File: src/hw/rtl/prewitt_gradient_magnitude_top_macros.svh
// Assertion macros for the Prewitt gradient magnitude block.
// Each macro samples on the rising edge of clk and is disabled while rst_n is low.
`ifndef PREWITT_GRADIENT_MAGNITUDE_TOP_MACROS_SVH
`define PREWITT_GRADIENT_MAGNITUDE_TOP_MACROS_SVH

`ifndef SYNTHESIS
`define PRW_ASSERT_NOW(label, ante, cons) \
    label: assert property (@(posedge clk) disable iff (!rst_n) (ante) |-> (cons)) \
        else $error("prw assertion failed");
`define PRW_ASSERT_NEXT(label, ante, cons) \
    label: assert property (@(posedge clk) disable iff (!rst_n) (ante) |=> (cons)) \
        else $error("prw assertion failed");
`else
`define PRW_ASSERT_NOW(label, ante, cons)
`define PRW_ASSERT_NEXT(label, ante, cons)
`endif

`endif

File: src/hw/rtl/prw_pkg.sv
package prw_pkg;

    localparam int DEF_MAX_LINE   = 512;
    localparam int DEF_MAX_LINES  = 512;
    localparam int DEF_PIXEL_BITS = 8;

    localparam int CFG_W      = 10;
    localparam int CFG_RESET  = 512;
    localparam int MIN_SIZE   = 3;
    localparam int MAG_W      = 11;
    localparam int POS_OUT_W  = 9;
    localparam int APB_DATA_W = 32;
    localparam int APB_ADDR_W = 3;

    typedef enum logic [0:0] {
        REG_FRAME_COLS = 1'b0,
        REG_FRAME_ROWS = 1'b1
    } reg_index_t;

    typedef struct packed {
        logic [CFG_W-1:0] cols;
        logic [CFG_W-1:0] rows;
    } frame_size_t;

    typedef enum logic [2:0] {
        ST_IDLE,
        ST_SHIFT,
        ST_GRAD,
        ST_SQUARE,
        ST_SUM,
        ST_ROOT,
        ST_DONE
    } ctrl_state_t;

    typedef struct packed {
        logic accept;
        logic shift;
        logic grad;
        logic square;
        logic sum;
        logic root_step;
        logic load_out;
    } dp_cmd_t;

    typedef struct packed {
        logic emit;
        logic root_last;
        logic out_busy;
    } dp_status_t;

endpackage

File: src/hw/rtl/prw_ctrl.sv
module prw_ctrl
    import prw_pkg::*;
(
    input  logic       clk,
    input  logic       rst_n,
    input  logic       in_valid,
    output logic       in_ready,
    output dp_cmd_t    cmd,
    input  dp_status_t status
);

    ctrl_state_t state_reg;
    ctrl_state_t state_next;

    always_comb
    begin
        state_next = state_reg;
        unique case (state_reg)
            ST_IDLE:
            begin
                if (in_valid)
                begin
                    state_next = ST_SHIFT;
                end
            end
            ST_SHIFT:  state_next = status.emit ? ST_GRAD : ST_IDLE;
            ST_GRAD:   state_next = ST_SQUARE;
            ST_SQUARE: state_next = ST_SUM;
            ST_SUM:    state_next = ST_ROOT;
            ST_ROOT:
            begin
                if (status.root_last)
                begin
                    state_next = ST_DONE;
                end
            end
            ST_DONE:
            begin
                if (!status.out_busy)
                begin
                    state_next = ST_IDLE;
                end
            end
            default:   state_next = ST_IDLE;
        endcase
    end

    always_comb
    begin
        cmd      = '0;
        in_ready = 1'b0;
        unique case (state_reg)
            ST_IDLE:
            begin
                in_ready   = 1'b1;
                cmd.accept = in_valid;
            end
            ST_SHIFT:  cmd.shift     = 1'b1;
            ST_GRAD:   cmd.grad      = 1'b1;
            ST_SQUARE: cmd.square    = 1'b1;
            ST_SUM:    cmd.sum       = 1'b1;
            ST_ROOT:   cmd.root_step = 1'b1;
            ST_DONE:   cmd.load_out  = !status.out_busy;
            default:   cmd           = '0;
        endcase
    end

    always_ff @(posedge clk or negedge rst_n)
    begin
        if (!rst_n)
        begin
            state_reg <= ST_IDLE;
        end
        else
        begin
            state_reg <= state_next;
        end
    end

endmodule

File: config.mk
export PLATFORM = sky130hd
export DESIGN_NAME = prw_ctrl
export DESIGN_NICKNAME = d
export VERILOG_FILES = /design/src/hw/rtl/prewitt_gradient_magnitude_top_macros.svh /design/src/hw/rtl/prw_pkg.sv /design/src/hw/rtl/prw_ctrl.sv
export SDC_FILE = /design/constraint.sdc
export NUM_CORES = 1
export LEC_CHECK = 0
export BUFFER_PORTS_ARGS = -buffer_cell sky130_fd_sc_hd__buf_2
export CAP_MARGIN = 30
export CORE_AREA = 8 8 45 47
export CTS_BUF_LIST = sky130_fd_sc_hd__clkbuf_4 sky130_fd_sc_hd__clkbuf_8 sky130_fd_sc_hd__clkbuf_16
export CTS_CLUSTER_SIZE = 40
export DETAILED_ROUTE_END_ITERATION = 7
export DIE_AREA = 0 0 53 55
export SLEW_MARGIN = 10
export SYNTH_ARGS = -nofsm -noshare
export SYNTH_HDL_FRONTEND = slang
export SYNTH_SLANG_ARGS = --single-unit
File: constraint.sdc
create_clock -name clk -period 1.7 [get_ports clk]
set_input_delay 0.425 -clock clk [delete_from_list [all_inputs] [get_ports clk]]
set_output_delay 0.425 -clock clk [all_outputs]
set_load 0.05 [all_outputs]
======== Yosys cells after proc, flatten, opt, wreduce, memory -nomap -nowiden ========
Index checks and enable logic that the tools add are counted.
operators by class
  equal/unequal tests ..................... 9
  reduce and logical (&&, ||, !) cells .... 3
  muxes and demuxes ....................... 13
operators by type and width
  cell                  number
  $pmux W3 S7           1
  $eq A3 B3 Y1 const B  3
  $mux W3               3
  $mux W1               8
  $eq A3 B2 Y1 const B  2
  $ne A2 B2 Y1 const B  3
  $eq A3 B1 Y1 const B  1
  $logic_not A3 Y1      1
  $reduce_and A3 Y1     1
  $mux W2               1
  $logic_not A1 Y1      1
storage, ports and cells
  register bits ........................... 3
  output and inout bits ................... 8
  input bits .............................. 6
  word-level logic and storage cells ...... 26

======== Logic depth before layout (Yosys ltp) ========
  word-level depth ........................ 3
  gate-level depth with buffers ........... 4
  depth with buffers taken out ............ 3

======== Worst setup path before layout ========
Ideal clock, no wire load.
  kind .................................... reg-to-output
  start ................................... register state_reg[1]
  end ..................................... output port cmd[6] (netlist bit)
  cell stages (with the launch flop) ...... 4
  arrival time ............................ 1.704 ns
  path slack .............................. -0.429 ns
  buffers on the path ..................... 1
  path through ............................ dfrtp_1 -> buf_2 -> nor3_2 -> and2_1
RTL lines
  element                   RTL line        text
  start: declaration        prw_ctrl.sv:12  ctrl_state_t state_reg;
  start signal: assignment  prw_ctrl.sv:76  state_reg <= state_next;
  end: declaration          prw_ctrl.sv:8   output dp_cmd_t cmd,

==> impl_metrics.tcl <==
set metrics [dict create \
    worstReg2RegStart "state_reg[2]" \
    fin_hold_ws_ps 493.7 \
    largest_reg_flops 3 \
    r2r-end "state_reg[2]" \
    initial_core_util 0.1546 \
    place_ws_ps 168.7 \
    fin_crit_ps 1649 \
    ys_top_cells_by_area "dfrtp_1, nand2b_1, nor3_1" \
    arrival_ps 1220 \
    core_area_um2 1384 \
    grt_pass1_vias 260 \
    antenna_found_initial 0 \
    endpoint "cmd[3]" \
    hold_violations 0 \
    vdd_drop_max_mv 0.9831 \
    netlist_area_um2 214.0 \
    slew_viol_final 0 \
    cp_max_fo 9 \
    synth_top_area_frac 0.3509 \
    startpoint "state_reg[2]" \
    rows 14 \
    grtUsageTotal 0.05422 \
    grt_max_degree 10 \
    syn_area_per_cell_um2 8.558 \
    cp.required_ps 1270 \
    drt-vias-per-instance 4.213 \
    drtPass1Iterations 2 \
    finalSetupViolations 0 \
    syn-num-nets 31 \
    max_stage_delay_ps 480 \
    final_area_um2 431.7 \
    place_inst 52 \
    chipHeight_um 55 \
    ys_seq_elements 3 \
    worstMarginPinSlew_ps 256.6 \
    postLayoutCoreUtil 0.3119 \
    syn_inst 25 \
    via_count 257 \
    max_freq_ghz 0.6063 \
    fin_ws_ps 50.59 \
    numCtsBuffers 3 \
    final_cells 61 \
    period_share 0.9702 \
    path_clk_slew_ps 40 \
    io_pins 14 \
    portBuffers 13 \
    grt_pass1_wl_um 1041 \
    dieArea_um2 2915 \
    dieWidth_um 53 \
    ys_types 16 \
    path_class "flop to primary output" \
    overflow 0 \
    ys_warn_count 0 \
    startpoint_type "flop" \
    wl_um 682 \
    place_congestion 0.7385 \
    h-tree-depth 1 \
    power_density_nw_per_um2 2351 \
    synth-seq-area-share 0.3509 \
    path_buf_inv 2 \
    hold_class "input pin to flop" \
    nets 52 \
    slew_headroom 0.8301 \
    post-route-drc-count 0 \
    worst_r2r_path_depth 3 \
    clock_latency_ps 240 \
    root_buffer "clkbuf_4" \
    ant_nets 0 \
    cts_tree "built" \
    worst_clock_skew_ps 2.019 \
    synth_top_area_cell "dfrtp_1" \
    routedWlPerCell_um 11.18 \
    drtIter0Drc 2 \
    dp_hpwl_um 488.1 \
    drive_above_1_share 0.7556 \
    area.growth.synth_to_final_pct 101.8 \
    rrSetupSlack_ps 690 \
    clk_path_buf_depth 2 \
    place_area_um2 306.5 \
    p_leak_nw 0.2119 \
    rsz0062_at_grt "true" \
    status "complete, no violations" \
    max-cap-violations 0 \
    path_delay_family "flip-flops" \
    cpMaxStageDelayCell "dfrtp_2" \
    n_fill_cell 154 \
    end_kind "primary output" \
    path_cells "inv_4, and3_4, buf_4" \
    cp.depth 3 \
    clock_sinks 3 \
    antennaDiodeCount 0 \
]
-- worst min-delay path, delay by kind of cell --
| family | cells | cell delay, ps |
|---|---|---|
| AND/OR/NAND/NOR | 1 | 110 |
| buffers and inverters | 1 | 70 |
| AO/OA/AOI/OAI | 1 | 70 |
-- placed cells by master (no fill, tap or decap), types with 2 or more instances in the layout --
master	netlist	final
o21ai_0	2	2
clkbuf_4	0	4
dfrtp_2	0	3
nor2_1	3	2
buf_4	0	6
buf_6	1	2
buf_2	1	8
nor3_4	0	2
nand2b_4	0	2
-- synth_stat cells --
cell type,n
inv_4,1
buf_2,1
nor2_1,3
a221oi_1,1
o22ai_1,1
inv_1,1
dfrtp_1,3
a21o_1,1
nand2b_1,3
and3_4,1
nor3_1,3
and2_1,1
nor3b_1,1
nor3_2,1
o21ai_0,2
buf_6,1
-- power breakdown --
part / total, mW / switching, mW / internal, mW
logic: 0.687 / 0.416 / 0.270
clock network: 0.144 / 0.0401 / 0.104
registers: 0.184 / 0.0716 / 0.112
-- cell families (layout without fill, tap and decap cells) --
| family | count (synthesis) | in the layout | synth area share |
|---|---|---|---|
| AO/OA/AOI/OAI | 5 | 5 | 0.1521 |
| buffers and inverters | 4 | 24 | 0.1228 |
| flip-flops | 3 | 3 | 0.3509 |
| AND/OR/NAND/NOR | 13 | 13 | 0.3743 |
-- area by class of cell --
class	count	area [um^2]	share of cell area
Clock buffer	4	30.03	0.06957
Inverter	2	10.01	0.02319
Multi-Input combinational cell	18	160.2	0.3710
Sequential cell	3	78.83	0.1826
Tap cell	16	20.02	0.04638
Timing Repair Buffer	18	132.6	0.3072
-- routing by layer --
metal,global-route usage,part of all wire,vias to the layer above,wire length [um]
met3,0.03476,0.11,2,78
met2,0.06055,0.39,16,269
met4,0.09052,0.040,0,27
met1,0.05199,0.45,112,306
met5,0,0,-,0
li1,-,-,127,-
-- worst min path at each step --
stage | end | cells after the start | start
CTS | state_reg[0] | 3 | status[1]
global route | state_reg[0] | 3 | status[1]
floorplan | state_reg[0] | 0 | rst_n
global placement | state_reg[2] | 1 | rst_n
finish | state_reg[0] | 3 | status[1]
detailed placement | state_reg[2] | 1 | rst_n
-- stage by stage --
stage	total power, mW	setup TNS, ps
2_1_floorplan	0.6285	-251.2
3_3_place_gp	0.7051	0
3_5_place_dp	0.7057	0
4_1_cts	0.8783	0
5_1_grt	1.085	-5.917
6_report	1.015	0
-- what timing repair did --
action	4_1_cts	5_1_grt
setup endpoints to repair	6	5
gates resized for setup	6	13
pin swaps	0	4
endpoints found under the hold margin	3	0
setup buffers	0	4
hold buffers	1	0
No activity file was read; power rests on OpenSTA's default activity.
