[config.mk]
export PLATFORM = sky130hd
export DESIGN_NAME = prw_regs
export DESIGN_NICKNAME = d
export VERILOG_FILES = /design/src/hw/rtl/prewitt_gradient_magnitude_top_macros.svh /design/src/hw/rtl/prw_pkg.sv /design/src/hw/rtl/prw_regs.sv
export SDC_FILE = /design/constraint.sdc
export NUM_CORES = 1
export LEC_CHECK = 0
export BUFFER_PORTS_ARGS = -buffer_cell sky130_fd_sc_hd__buf_2
export CORE_MARGIN = 2
export CORE_UTILIZATION = 38
export CTS_CLUSTER_DIAMETER = 120
export DETAILED_ROUTE_END_ITERATION = 8
export HOLD_SLACK_MARGIN = 0.03
export PLACE_DENSITY_LB_ADDON = 0.05
export RECOVER_POWER = 25
export SLEW_MARGIN = 20
export SYNTH_ARGS = -nofsm -noshare
export SYNTH_HDL_FRONTEND = slang
export SYNTH_SLANG_ARGS = --single-unit
export TNS_END_PERCENT = 10
[constraint.sdc]
create_clock -name clk -period 1 [get_ports clk]
set_input_delay 0.15 -clock clk [delete_from_list [all_inputs] [get_ports clk]]
set_output_delay 0.15 -clock clk [all_outputs]
set_load 0.005 [all_outputs]
[src/hw/rtl/prewitt_gradient_magnitude_top_macros.svh]
// Assertion macros for the Prewitt gradient magnitude block.
// Each macro samples on the rising edge of clk and is disabled while rst_n is low.
`ifndef PREWITT_GRADIENT_MAGNITUDE_TOP_MACROS_SVH
`define PREWITT_GRADIENT_MAGNITUDE_TOP_MACROS_SVH

`ifndef SYNTHESIS
`define PRW_ASSERT_NOW(label, ante, cons) \
    label: assert property (@(posedge clk) disable iff (!rst_n) (ante) |-> (cons)) \
        else $error("prw assertion failed");
`define PRW_ASSERT_NEXT(label, ante, cons) \
    label: assert property (@(posedge clk) disable iff (!rst_n) (ante) |=> (cons)) \
        else $error("prw assertion failed");
`else
`define PRW_ASSERT_NOW(label, ante, cons)
`define PRW_ASSERT_NEXT(label, ante, cons)
`endif

`endif

[src/hw/rtl/prw_pkg.sv]
package prw_pkg;

    localparam int DEF_MAX_LINE   = 512;
    localparam int DEF_MAX_LINES  = 512;
    localparam int DEF_PIXEL_BITS = 8;

    localparam int CFG_W      = 10;
    localparam int CFG_RESET  = 512;
    localparam int MIN_SIZE   = 3;
    localparam int MAG_W      = 11;
    localparam int POS_OUT_W  = 9;
    localparam int APB_DATA_W = 32;
    localparam int APB_ADDR_W = 3;

    typedef enum logic [0:0] {
        REG_FRAME_COLS = 1'b0,
        REG_FRAME_ROWS = 1'b1
    } reg_index_t;

    typedef struct packed {
        logic [CFG_W-1:0] cols;
        logic [CFG_W-1:0] rows;
    } frame_size_t;

    typedef enum logic [2:0] {
        ST_IDLE,
        ST_SHIFT,
        ST_GRAD,
        ST_SQUARE,
        ST_SUM,
        ST_ROOT,
        ST_DONE
    } ctrl_state_t;

    typedef struct packed {
        logic accept;
        logic shift;
        logic grad;
        logic square;
        logic sum;
        logic root_step;
        logic load_out;
    } dp_cmd_t;

    typedef struct packed {
        logic emit;
        logic root_last;
        logic out_busy;
    } dp_status_t;

endpackage

[src/hw/rtl/prw_regs.sv]
module prw_regs
    import prw_pkg::*;
#(
    parameter int MAX_LINE  = DEF_MAX_LINE,
    parameter int MAX_LINES = DEF_MAX_LINES
)
(
    input  logic                  clk,
    input  logic                  rst_n,
    input  logic                  psel,
    input  logic                  penable,
    input  logic                  pwrite,
    input  logic [APB_ADDR_W-1:0] paddr,
    input  logic [APB_DATA_W-1:0] pwdata,
    output logic [APB_DATA_W-1:0] prdata,
    output logic                  pready,
    output frame_size_t           size
);

    localparam int RESET_COLS = (CFG_RESET > MAX_LINE) ? MAX_LINE : CFG_RESET;
    localparam int RESET_ROWS = (CFG_RESET > MAX_LINES) ? MAX_LINES : CFG_RESET;

    logic [CFG_W-1:0] cols_reg;
    logic [CFG_W-1:0] cols_next;
    logic [CFG_W-1:0] rows_reg;
    logic [CFG_W-1:0] rows_next;
    logic             wr_en;
    reg_index_t       index;

    // Values outside the legal range are pulled to the nearest limit.
    function automatic logic [CFG_W-1:0] clamp_size(input logic [CFG_W-1:0] v,
                                                    input int unsigned hi);
        logic [CFG_W-1:0] r;
        if (v < CFG_W'(MIN_SIZE))
        begin
            r = CFG_W'(MIN_SIZE);
        end
        else if (32'(v) > hi)
        begin
            r = CFG_W'(hi);
        end
        else
        begin
            r = v;
        end
        return r;
    endfunction

    assign pready = 1'b1;
    assign wr_en  = psel && penable && pwrite;
    assign index  = reg_index_t'(paddr[2]);

    always_comb
    begin
        cols_next = cols_reg;
        rows_next = rows_reg;
        if (wr_en)
        begin
            unique case (index)
                REG_FRAME_COLS: cols_next = clamp_size(pwdata[CFG_W-1:0], MAX_LINE);
                REG_FRAME_ROWS: rows_next = clamp_size(pwdata[CFG_W-1:0], MAX_LINES);
                default:        cols_next = cols_reg;
            endcase
        end
    end

    always_comb
    begin
        unique case (index)
            REG_FRAME_COLS: prdata = APB_DATA_W'(cols_reg);
            REG_FRAME_ROWS: prdata = APB_DATA_W'(rows_reg);
            default:        prdata = '0;
        endcase
    end

    always_ff @(posedge clk or negedge rst_n)
    begin
        if (!rst_n)
        begin
            cols_reg <= CFG_W'(RESET_COLS);
            rows_reg <= CFG_W'(RESET_ROWS);
        end
        else
        begin
            cols_reg <= cols_next;
            rows_reg <= rows_next;
        end
    end

    assign size.cols = cols_reg;
    assign size.rows = rows_reg;

endmodule

== After elaboration in Yosys (flattened, before gate mapping) ==
Index checks and enable logic that the tools add are counted.

* Order comparisons: 2
* Multiplexer cells: 3
* Bitwise gates (word level): 1
* Reduce and logical (&&, ||, !) cells: 4

{| class="wikitable"
|+ Operators by type and width
! cell !! count
|-
| 32-bit one-hot mux with 2 select lines || 1
|-
| 10-bit two-way mux || 2
|-
| 10-bit greater-than comparator, second input constant || 1
|-
| 10-bit by 2-bit < comparator with 1-bit output, second input constant || 1
|-
| 2-bit AND reduction || 2
|-
| 1-bit logical AND || 2
|-
| 1-bit NOT || 1
|}

* Register bits: 20
* Bits of input ports: 40
* Output and inout port bits: 53
* Word-level logic and storage cells: 12

== Longest topological paths before layout ==
* Depth in word-level cells: 3
* Gate-level depth with buffers: 4
* Mapped depth without buffers: 3

== Worst setup path before layout ==
Ideal clock, no wire load.

* Path kind: input to output
* Start: input paddr[2]
* End: output prdata[0]
* Arrival: 0.689 ns
* Setup slack: 0.161 ns
* Cell stages on the path: 2
* Path buffers: 1
* Cell sequence: buf_2 mux2_1

* Word-level cells in the longest chain between the ends: 2

{| class="wikitable"
|+ Ends and longest elaborated chain
! element !! line !! RTL
|-
| start: declaration || prw_regs.sv:13 || <nowiki>input logic [APB_ADDR_W-1:0] paddr,</nowiki>
|-
| 1-bit NOT || n/a ||
|-
| 32-bit one-hot mux with 2 select lines (*) || prw_regs.sv:69 || <nowiki>unique case (index)</nowiki>
|-
| end: declaration || prw_regs.sv:15 || <nowiki>output logic [APB_DATA_W-1:0] prdata,</nowiki>
|}

Mark *: on every way between the ends. The rest lies on a longest branch, timed or not. The select of a mux whose other input is x is not followed.

== Worst setup path after layout ==
* Start: register cols_reg[0]
* End: output prdata[0]

* Word-level cells in the longest chain between the ends: 1

{| class="wikitable"
|+ Ends and longest elaborated chain
! element !! line !! RTL
|-
| start: declaration || prw_regs.sv:23 || <nowiki>logic [CFG_W-1:0] cols_reg;</nowiki>
|-
| start signal: assignment || prw_regs.sv:80 || <nowiki>cols_reg <= CFG_W'(RESET_COLS);</nowiki>
|-
| start signal: assignment || prw_regs.sv:85 || <nowiki>cols_reg <= cols_next;</nowiki>
|-
| 32-bit one-hot mux with 2 select lines || prw_regs.sv:69 ||
|}

No other way between the ends. The select of a mux whose other input is x is not followed.

==> flow_summary.ini <==
[outcome]
status = finished with violations
violations = setup timing

[timing]
finalSetupTns_ps = -3965
finalCritPeriodShare_pct = 124.9
rsz0062_at_grt = true
setup_viol = 26
fmax_mhz = 800.6
skew_ps = 0
finalHoldViolations = 0
timing.final.ws_setup_ps = -249.0
hold_ws_ps = 134.3
drv_slew = 0
period_needed_ps = 1249

[finish]
area_delta_synth_final_pct = 52.54
final_cell_mix = buf_2, buf_6, conb_1
post-route-util_pct = 62.03
antennaDiodeCount = 0
final_cell_area_sq_um = 1725
final_layout_size_suffix_gt1_share_pct = 49.72
mostFrequentLayoutCell = buf_2
instances_no_fill = 208
final_nets = 218

[synthesis]
syn_area_per_cell_sq_um = 10.28
yosysUniqueCellTypes = 18
ys_seq_elements = 20
synthCells = 110
netlist.area_leader.share_pct = 39.82
ys_top_cells_by_area = dfrtp_1, buf_4, mux2_1, o21ai_1, nand2_1
ys_warn_count = 0
synth-edff-count = 0
synth_seq_area_share_pct = 44.47
synth_ff_type = dfrtp_1
synth_area_leader_cell = dfrtp_1
async_reset_ff_share_pct = 100.0
synthesis.area_sq_um = 1131

[power]
power_mw = 2.618
power_frac_comb_pct = 35.6
powerDensity_nw_per_um2 = 1517
p_seq_share_pct = 39.2
p_int_mw = 1.939
total_leakage_power_nw = 0.9158
switching_share_pct = 25.93
peakVddDrop_v = 0.001458
switching_power_mw = 0.6788
clockPowerShare_pct = 25.2

[worst_setup_path]
cpPeakStageDelay_ps = 410
path_cells = mux2_4 > buf_6
worstPathRequired_ps = 850
cp_max_fo = 3
crit_arrival_ps = 1100
startpoint_type = flop
end_kind = output port
ff2ff_setup_slack_ps = 250
cp_slowest_cell = dfrtp_1
rr_worst_depth = 3
path_class = flop to output port

[detailed_routing]
vias = 944
drt-total-wl_microns = 2683
dr.first_iter.drc_count = 13
wl_per_cell_microns = 12.90
drtAntennaViolNets = 0
dr.pass1.iters = 4
viasPerCell = 4.538
drc = 0

[die]
fp.coreArea_sq_um = 2781
die-area_sq_um = 3429
die_h_microns = 58.56
die_x_microns = 58.56
start_util_pct = 40.67
num_rows = 19
pin_count = 93

[global_routing]
grt-ovfl-total = 0
antenna_found_initial = 0
grt_pass1_wl_microns = 4209
grt_pass1_vias = 912
grt_max_degree = 21
grt.total_usage_pct = 15.98

[placed_design]
gp_congestion = 0.6898
placed_cell_area_sq_um = 1388
io_buffers = 45
pre_cts_ws_ps = -74.81
dpl.cell_count = 189
dp_hpwl_microns = 1876

[cts]
path_clk_slew_ps = 120
cts_tree = built
cts-buffers-inserted = 3
clockBufferDepth = 2
cts-root-buf = clkbuf_4
cts.sinks = 20
htreeDepth = 1
clk_latency_ps = 290

[hold_path]
hp-class = primary input to flop
whs_path_depth = 3

[run]
drv_cap = 0
-- power by group through the flow --
stage                     Clock [mW]  Combinational [mW]  Sequential [mW]
after CTS                      0.682               0.922             1.02
after floorplan                    0               0.289             1.05
after global placement             0               0.545             1.04
final                          0.660               0.931             1.03
after detailed placement           0               0.552             1.05
after global routing           0.712                1.02             1.04
-- critical path, delay by kind of cell (launching register included) --
| kind | cells | cell delay, ps |
|---|---|---|
| buffers and inverters | 1 | 120 |
| DFF | 1 | 410 |
| muxes | 1 | 280 |
-- cell families (layout without fill, tap and decap cells) --
logic type / Yosys count / in the layout / synth area share (%)
AND/OR/NAND/NOR: 29 / 29 / 16.26
buffers and inverters: 27 / 73 / 16.92
AO/OA/AOI/OAI: 20 / 20 / 9.735
flip-flops: 20 / 20 / 44.47
multiplexers: 12 / 12 / 11.95
other: 2 / 23 / 0.6640
-- path summary, 6_finish.rpt --
kind / startpoint / to
worst min register to register: cols_reg[0] / cols_reg[0]
max in group asynchronous: rst_n / cols_reg[9]
min in group asynchronous: rst_n / cols_reg[3]
worst max-delay path: cols_reg[0] / prdata[0]
worst max register to register: cols_reg[1] / cols_reg[1]
worst min-delay path: pwdata[8] / cols_reg[8]
-- area by class of cell --
class	instances	area (sq um)
Fill cell	263	1056
Timing Repair Buffer	69	578.1
Multi-Input combinational cell	84	553.0
Sequential cell	20	503.0
Tap cell	31	38.79
Clock inverter	1	30.03
Clock buffer	3	22.52
-- synthesized netlist by cell type, types with 2 or more instances --
library cell and count:
nand2_1 18, buf_4 23, a21oi_1 2, o21ai_1 14, conb_1 2, o31ai_1 4
nand2b_1 6, dfrtp_1 18, dfstp_2 2, buf_2 3, mux2_1 11
-- what timing repair did --
item / in CTS / in global routing
buffers inserted: 14 / 0
hold endpoints to repair: 18 / 0
hold buffers: 1 / 0
setup endpoints to repair: 24 / 30
resized for setup: 32 / 2
-- routing by layer --
| layer | track usage [%] | vias up | wire length, microns |
|---|---|---|---|
| met1 | 20.33 | 450 | 1135 |
| li1 | - | 463 | - |
| met2 | 28.89 | 31 | 1417 |
| met3 | 3.516 | 0 | 129 |
| met5 | 0 | - | 0 |
| met4 | 0.9967 | 0 | 0 |
Note: power is estimated with default switching activity, not from simulation.
